===== src/sv/sdcd_pkg.sv =====
// shared widths and constants for the sd clock divider select block
package sdcd_pkg;

    localparam int unsigned DATA_W = 32;
    localparam int unsigned CNT_W  = $clog2(DATA_W);

    localparam logic [DATA_W-1:0] OSC_HZ       = 32'd24000000;
    localparam logic [DATA_W-1:0] F_SLOW_HZ    = 32'd400000;
    localparam logic [DATA_W-1:0] F_MID_HZ     = 32'd25000000;
    localparam logic [DATA_W-1:0] F_FAST_HZ    = 32'd50000000;
    localparam logic [DATA_W-1:0] PLL_RESET_HZ = 32'd600000000;

    localparam logic [DATA_W:0] DIV_MAX = 33'd16;
    localparam logic [1:0]      EXP_MAX = 2'd3;

    // out delay / sample delay codes
    localparam logic [1:0] OD_NONE = 2'd0;
    localparam logic [1:0] OD_FAST = 2'd1;
    localparam logic [1:0] OD_HIGH = 2'd3;
    localparam logic [2:0] SD_NONE = 3'd0;
    localparam logic [2:0] SD_HIGH = 3'd4;
    localparam logic [2:0] SD_MID  = 3'd5;

endpackage


===== src/sv/sd_clock_divider_select_top.sv =====
// sd card clock source, prescaler, divider and delay code selection
//
// usage: the configuration channel (cfg_valid/cfg_ready/cfg_data) sets the pll rate
// in hertz; cfg_ready is always high. write it only while the block is idle.
// a request (s_request_hz) is taken on s_valid && s_ready. one result comes
// out on the m_ channel with m_valid/m_ready.
// a zero request goes straight to the done step and is loaded into the output
// register from there; otherwise the 32-bit serial divider runs, the divider
// is halved (rounding up) up to three times while above 16, and the result is
// loaded into the output register. s_ready is low from acceptance until the
// result has moved into the output register, so one request is worked on at
// a time; a new request can be taken while a result waits.
// if the receiver stalls, the result holds in the output register and the
// next finished result waits in the last step until that register frees.
// reset: synchronous, active low; pll rate returns to 600 MHz, no result
// is pending and the block is ready.
module sd_clock_divider_select_top (
    input  logic                        aclk,
    input  logic                        aresetn,
    input  logic                        cfg_valid,
    output logic                        cfg_ready,
    input  logic [sdcd_pkg::DATA_W-1:0] cfg_data,
    input  logic                        s_valid,
    output logic                        s_ready,
    input  logic [sdcd_pkg::DATA_W-1:0] s_request_hz,
    output logic                        m_valid,
    input  logic                        m_ready,
    output logic                        m_use_pll,
    output logic [1:0]                  m_prescale_exp,
    output logic [4:0]                  m_divider,
    output logic [1:0]                  m_out_delay,
    output logic [2:0]                  m_sample_delay,
    output logic                        m_error
);
    import sdcd_pkg::*;

    localparam logic [1:0] ST_IDLE  = 2'd0;
    localparam logic [1:0] ST_DIV   = 2'd1;
    localparam logic [1:0] ST_HALVE = 2'd2;
    localparam logic [1:0] ST_DONE  = 2'd3;

    logic [1:0]        state_reg, state_next;
    logic [DATA_W-1:0] pll_reg, pll_next;
    logic [DATA_W-1:0] req_reg, req_next;
    logic              sel_reg, sel_next;
    logic [DATA_W:0]   div_reg, div_next;
    logic [1:0]        n_reg, n_next;
    logic              err_reg, err_next;

    logic              mv_reg, mv_next;
    logic              o_pll_reg, o_pll_next;
    logic [1:0]        o_n_reg, o_n_next;
    logic [4:0]        o_div_reg, o_div_next;
    logic [1:0]        o_od_reg, o_od_next;
    logic [2:0]        o_sd_reg, o_sd_next;
    logic              o_err_reg, o_err_next;

    logic              accept;
    logic              in_osc;
    logic              dv_done;
    logic [DATA_W-1:0] dv_quo;
    logic              dv_rem_nz;
    logic [DATA_W+1:0] div_inc;
    logic              load_out;
    logic [1:0]        od_code;
    logic [2:0]        sd_code;

    assign cfg_ready = 1'b1;
    assign s_ready   = (state_reg == ST_IDLE);
    assign accept    = s_valid && s_ready;
    assign in_osc    = (s_request_hz <= OSC_HZ);

    sdcd_divider u_div (
        .aclk        (aclk),
        .aresetn     (aresetn),
        .start       (accept && (s_request_hz != '0)),
        .dividend    (in_osc ? OSC_HZ : pll_reg),
        .divisor     (s_request_hz),
        .done        (dv_done),
        .quotient    (dv_quo),
        .rem_nonzero (dv_rem_nz)
    );

    assign div_inc  = {1'b0, div_reg} + 1'b1;
    assign load_out = (state_reg == ST_DONE) && (!mv_reg || m_ready);

    always_comb begin
        if (req_reg <= F_SLOW_HZ) begin
            od_code = OD_NONE;
            sd_code = SD_NONE;
        end else if (req_reg <= F_MID_HZ) begin
            od_code = OD_NONE;
            sd_code = SD_MID;
        end else if (req_reg <= F_FAST_HZ) begin
            od_code = OD_HIGH;
            sd_code = SD_HIGH;
        end else begin
            od_code = OD_FAST;
            sd_code = SD_HIGH;
        end
    end

    always_comb begin
        state_next = state_reg;
        pll_next   = pll_reg;
        req_next   = req_reg;
        sel_next   = sel_reg;
        div_next   = div_reg;
        n_next     = n_reg;
        err_next   = err_reg;
        if (cfg_valid) begin
            pll_next = cfg_data;
        end
        case (state_reg)
            ST_IDLE: begin
                if (accept) begin
                    req_next = s_request_hz;
                    sel_next = !in_osc;
                    n_next   = '0;
                    if (s_request_hz == '0) begin
                        err_next   = 1'b1;
                        state_next = ST_DONE;
                    end else begin
                        err_next   = 1'b0;
                        state_next = ST_DIV;
                    end
                end
            end
            ST_DIV: begin
                if (dv_done) begin
                    // ceiling of the quotient
                    div_next   = {1'b0, dv_quo} + {{DATA_W{1'b0}}, dv_rem_nz};
                    state_next = ST_HALVE;
                end
            end
            ST_HALVE: begin
                if (div_reg > DIV_MAX) begin
                    if (n_reg == EXP_MAX) begin
                        err_next   = 1'b1;
                        state_next = ST_DONE;
                    end else begin
                        n_next   = n_reg + 1'b1;
                        div_next = div_inc[DATA_W+1:1];
                    end
                end else begin
                    state_next = ST_DONE;
                end
            end
            ST_DONE: begin
                if (load_out) begin
                    state_next = ST_IDLE;
                end
            end
            default: begin
                state_next = ST_IDLE;
            end
        endcase
    end

    always_comb begin
        o_pll_next = o_pll_reg;
        o_n_next   = o_n_reg;
        o_div_next = o_div_reg;
        o_od_next  = o_od_reg;
        o_sd_next  = o_sd_reg;
        o_err_next = o_err_reg;
        mv_next    = mv_reg && !m_ready;
        if (load_out) begin
            mv_next = 1'b1;
            if (err_reg) begin
                o_pll_next = 1'b0;
                o_n_next   = '0;
                o_div_next = '0;
                o_od_next  = OD_NONE;
                o_sd_next  = SD_NONE;
                o_err_next = 1'b1;
            end else begin
                o_pll_next = sel_reg;
                o_n_next   = n_reg;
                o_div_next = div_reg[4:0];
                o_od_next  = od_code;
                o_sd_next  = sd_code;
                o_err_next = 1'b0;
            end
        end
    end

    always_ff @(posedge aclk) begin
        req_reg   <= req_next;
        sel_reg   <= sel_next;
        div_reg   <= div_next;
        n_reg     <= n_next;
        err_reg   <= err_next;
        o_pll_reg <= o_pll_next;
        o_n_reg   <= o_n_next;
        o_div_reg <= o_div_next;
        o_od_reg  <= o_od_next;
        o_sd_reg  <= o_sd_next;
        o_err_reg <= o_err_next;
        if (!aresetn) begin
            state_reg <= ST_IDLE;
            pll_reg   <= PLL_RESET_HZ;
            mv_reg    <= 1'b0;
        end else begin
            state_reg <= state_next;
            pll_reg   <= pll_next;
            mv_reg    <= mv_next;
        end
    end

    assign m_valid        = mv_reg;
    assign m_use_pll      = o_pll_reg;
    assign m_prescale_exp = o_n_reg;
    assign m_divider      = o_div_reg;
    assign m_out_delay    = o_od_reg;
    assign m_sample_delay = o_sd_reg;
    assign m_error        = o_err_reg;

endmodule


===== src/sv/sdcd_divider.sv =====
// restoring divider, one quotient bit per cycle
module sdcd_divider (
    input  logic                        aclk,
    input  logic                        aresetn,
    input  logic                        start,
    input  logic [sdcd_pkg::DATA_W-1:0] dividend,
    input  logic [sdcd_pkg::DATA_W-1:0] divisor,
    output logic                        done,
    output logic [sdcd_pkg::DATA_W-1:0] quotient,
    output logic                        rem_nonzero
);
    import sdcd_pkg::*;

    logic [DATA_W-1:0] rem_reg, rem_next;
    logic [DATA_W-1:0] quo_reg, quo_next;
    logic [DATA_W-1:0] dvs_reg, dvs_next;
    logic [CNT_W-1:0]  cnt_reg, cnt_next;
    logic              busy_reg, busy_next;
    logic              done_reg, done_next;
    logic [DATA_W:0]   trial;
    logic [DATA_W:0]   diff;

    always_comb begin
        trial     = {rem_reg, quo_reg[DATA_W-1]};
        diff      = trial - {1'b0, dvs_reg};
        rem_next  = rem_reg;
        quo_next  = quo_reg;
        dvs_next  = dvs_reg;
        cnt_next  = cnt_reg;
        busy_next = busy_reg;
        done_next = 1'b0;
        if (start) begin
            rem_next  = '0;
            quo_next  = dividend;
            dvs_next  = divisor;
            cnt_next  = '0;
            busy_next = 1'b1;
        end else if (busy_reg) begin
            // no borrow means the divisor fits
            if (!diff[DATA_W]) begin
                rem_next = diff[DATA_W-1:0];
                quo_next = {quo_reg[DATA_W-2:0], 1'b1};
            end else begin
                rem_next = trial[DATA_W-1:0];
                quo_next = {quo_reg[DATA_W-2:0], 1'b0};
            end
            cnt_next = cnt_reg + 1'b1;
            if (cnt_reg == CNT_W'(DATA_W - 1)) begin
                busy_next = 1'b0;
                done_next = 1'b1;
            end
        end
    end

    always_ff @(posedge aclk) begin
        rem_reg <= rem_next;
        quo_reg <= quo_next;
        dvs_reg <= dvs_next;
        cnt_reg <= cnt_next;
        if (!aresetn) begin
            busy_reg <= 1'b0;
            done_reg <= 1'b0;
        end else begin
            busy_reg <= busy_next;
            done_reg <= done_next;
        end
    end

    assign done        = done_reg;
    assign quotient    = quo_reg;
    assign rem_nonzero = |rem_reg;

endmodule

===== config.mk =====
export PLATFORM = sky130hd
export DESIGN_NAME = sd_clock_divider_select_top
export DESIGN_NICKNAME = d
export VERILOG_FILES = /design/src/sv/sdcd_pkg.sv /design/src/sv/sd_clock_divider_select_top.sv /design/src/sv/sdcd_divider.sv
export SDC_FILE = /design/constraint.sdc
export NUM_CORES = 1
export LEC_CHECK = 0
export BUFFER_PORTS_ARGS = -buffer_cell sky130_fd_sc_hd__buf_2
export CAP_MARGIN = 20
export CORE_MARGIN = 3
export CORE_UTILIZATION = 35
export CTS_CLUSTER_DIAMETER = 200
export CTS_CLUSTER_SIZE = 25
export DETAILED_ROUTE_END_ITERATION = 10
export HOLD_SLACK_MARGIN = 0.02
export MAX_ROUTING_LAYER = met4
export PLACE_DENSITY_LB_ADDON = 0.12
export SYNTH_ARGS = -nofsm -noshare
export SYNTH_HDL_FRONTEND = slang
export SYNTH_HIERARCHICAL = 1
export SYNTH_SLANG_ARGS = --single-unit

===== constraint.sdc =====
create_clock -name aclk -period 13.3 [get_ports aclk]
set_clock_uncertainty 0.2 [all_clocks]
set_input_delay 1.995 -clock aclk [delete_from_list [all_inputs] [get_ports aclk]]
set_output_delay 1.995 -clock aclk [all_outputs]
set_load 0.005 [all_outputs]

==> results.sh <==
export IMPL_numCtsBuffers=12
export IMPL_hpwl_um=22200
export IMPL_vias=8596
export IMPL_cap_violations=0
export IMPL_syn_cell_area_sq_mm=0.01219
export IMPL_synth_seq_area_share=0.4812
export IMPL_wl_per_cell_um=17.96
export IMPL_synth_nets=1268
export IMPL_grt_max_degree=74
export IMPL_tns_ns=0
export IMPL_cts_resized=0
export IMPL_path_cells="buf_2, and2_1, buf_4, nor2b_4, buf_4, inv_1, nand2_1, buf_4"
export IMPL_yosysTopAreaCell="edfxtp_1"
export IMPL_required_ns=13.24
export IMPL_die_h_um=192.6
export IMPL_wl_um=30050
export IMPL_design_area_sq_mm=0.01343
export IMPL_power_switching_w=0.001105
export IMPL_layout_drive_gt1_share=0.1301
export IMPL_crit_path_start="s_valid"
export IMPL_hold_buffers=0
export IMPL_hold_path_class="flip-flop to flip-flop"
export IMPL_cp_start_kind="primary input"
export IMPL_path_clk_slew_ns=0.10
export IMPL_top_usage_layer="met1"
export IMPL_htreeDepth=1
export IMPL_overflow=0
export IMPL_synth_cell_types=68
export IMPL_route_detailed_drc=0
export IMPL_combinationalPowerShare=0.403
export IMPL_hold_path_endpoint="pll_reg[17]"
export IMPL_met3_usage=0.01853
export IMPL_fmax_mhz=194.2
export IMPL_postRouteAntennaNets=0
export IMPL_vdd_ir_drop_max_v=0.0001236
export IMPL_grt_pass1_wl_um=47870
export IMPL_netlist_area_leader_share=0.3596
export IMPL_drv_slew=0
export IMPL_portBuffers=83
export IMPL_slowest_stage="buf_4"
export IMPL_coreArea_sq_mm=0.03395
export IMPL_hold_depth=2
export IMPL_async_flop_share=0
export IMPL_internal_power_w=0.001696
export IMPL_die_w_um=192.6
export IMPL_rsz0062_at_grt="no"
export IMPL_slowest_delay_ns=0.84
export IMPL_hp_start="pll_reg[17]"
export IMPL_synth_most_common_cell="edfxtp_1"
export IMPL_synthCells=1155
export IMPL_num_rows=67
export IMPL_cts_tree="built"
export IMPL_vias_per_cell=5.138
export IMPL_setup_viol=0
export IMPL_netlist_top_cells_area="edfxtp_1 36%, dfxtp_1 12%, mux2i_1 6.7%, ha_1 4.4%, xor2_1 4.0%"
export IMPL_synth_common_cells="146 x edfxtp_1, 82 x mux2i_1, 79 x nor2_1"
export IMPL_clock_sinks=220
export IMPL_place_gp_congestion=0.8030
export IMPL_clk_path_buf_depth=3
export IMPL_synth_ff_type="edfxtp_1"
export IMPL_nFillCells=3339
export IMPL_worst_path_max_fanout=73
export IMPL_dr_pass1_iters=5
export IMPL_layout_area_overhead_vs_synth_pct=10.14
export IMPL_period_share=0.3872
export IMPL_ys_ff_latch=220
export IMPL_powerDensity_mw_per_mm2=208.7
export IMPL_power_share_clock=0.147
export IMPL_end_kind="flip-flop"
export IMPL_dieArea_sq_mm=0.03710
export IMPL_switching_share=0.3945
export IMPL_antenna_found_initial=3
export IMPL_first_global_vias=8489
export IMPL_crit_type="primary input to flip-flop"
export IMPL_fin_crit_ns=5.149
export IMPL_power_w=0.002802
export IMPL_start_util=0.3591
export IMPL_syn_area_per_cell_sq_um=10.55
export IMPL_post_cts_setup_buffers=0
export IMPL_grt_use_total=0.1670
export IMPL_fin_hold_ws_ns=0.2762
export IMPL_hold_violations=0
export IMPL_p_leak_nw=5.021
export IMPL_reg2reg_setup_slack_ns=8.94
export IMPL_yosys_warnings=6
export IMPL_nets=1329
export IMPL_worst_slew_pin_slew_ns=0.9894
export IMPL_synth_edff_count=146
export IMPL_root_buffer="clkbuf_16"
export IMPL_clk_latency_ns=0.50
export IMPL_largest_register_ff_count=33
export IMPL_p_seq_frac=0.450
export IMPL_pin_count=86
export IMPL_grt_use_met2=0.2229
export IMPL_cp_arrival_ns=5.09
export IMPL_r2r_start="state_reg[0]"
export IMPL_cpMostUsedCell="buf_4"
export IMPL_drtIter0Drc=600
export IMPL_r2r_cells=9
export IMPL_timing_rr_end="u_div/quotient[25]"
export IMPL_max_slew_margin=0.3404
export IMPL_status="complete, no violations"
export IMPL_placed_area_sq_mm=0.01307
export IMPL_met1_usage=0.2714
-- layer usage --
metal,vias up,wire length [um],part of all wire
met4,0,306,0.010
met3,20,1064,0.035
met2,133,11760,0.39
met1,4083,16910,0.56
met5,-,0,0
li1,4360,-,-
-- power groups by stage --
stage          Clock (W)  Combinational [W]  Sequential (W)
2_1_floorplan          0           0.000909         0.00118
3_3_place_gp           0            0.00113         0.00128
3_5_place_dp           0            0.00113         0.00128
4_1_cts         0.000430            0.00114         0.00126
5_1_grt         0.000455            0.00127         0.00130
6_report        0.000412            0.00113         0.00126
-- cell families after synthesis --
logic type / share of synthesized area
DFF: 0.4812
adders and majority gates: 0.04578
and+or+nand+nor: 0.1748
buffers and inverters: 0.03623
AOI/OAI and AO/OA: 0.09802
xor gates and xnor gates: 0.06528
muxes: 0.09812
other: 0.0006161
-- worst max-delay path, delay by kind of cell --
| kind | cells | cell delay (ns) |
|---|---|---|
| buffers and inverters | 5 | 1.97 |
| and+or+nand+nor | 3 | 1.01 |
-- through the flow --
stage / utilization / setup slack [ns] / instances
6_report: 0.3955 / 8.151 / 1673
5_1_grt: 0.3954 / 7.819 / 1672
4_1_cts: 0.3952 / 8.072 / 1670
3_5_place_dp: 0.3848 / 7.562 / 1650
3_3_place_gp: 0.3848 / 7.551 / 1650
2_1_floorplan: - / 6.800 / 1155
-- cells in the final DEF (no fill, tap or decap), types with 3 or more instances in the layout --
master,synthesis,layout
xor2_1,55,55
nand3_1,44,44
buf_4,2,13
diode_2,0,3
o21a_1,6,6
nand3b_1,3,3
nor2_1,79,79
o211ai_1,6,6
and3_1,17,17
or4_1,3,3
o21ai_0,30,29
a31oi_1,8,8
clkbuf_16,0,13
inv_1,56,56
a21o_1,16,16
a21oi_1,50,50
nand4b_1,3,3
dfxtp_1,74,73
nand4_1,28,28
nor2b_1,44,43
mux2_2,32,32
o21bai_1,3,3
ha_1,43,42
nand2_1,64,64
nor4_1,35,34
o211a_1,3,3
nand2b_1,15,15
edfxtp_1,146,146
clkbuf_1,36,6
or3_1,4,4
xnor2_1,34,34
and4_1,11,11
buf_2,2,83
mux2i_1,82,82
nor3_1,16,16
a211oi_1,29,29
and2_1,26,26
-- layout make-up --
class,count,area (sq um),area share
Inverter,56,210.2,0.01566
Clock buffer,19,347.8,0.02591
Antenna cell,3,7.507,0.0005591
Tap cell,448,560.5,0.04175
Timing Repair Buffer,96,513.0,0.03821
Sequential cell,220,5867,0.4370
Clock inverter,1,6.256,0.0004659
Multi-Input combinational cell,830,5914,0.4405
-- worst max path at each step --
stage	end	slack [ns]	cells after the start
floorplan	u_div/quotient[0]	6.80	6
global placement	u_div/quotient[23]	7.55	8
detailed placement	u_div/quotient[25]	7.56	8
CTS	u_div/quotient[12]	8.07	8
global route	u_div/quotient[25]	7.82	8
finish	u_div/quotient[25]	8.15	8
Note: power is estimated with default switching activity, not from simulation.
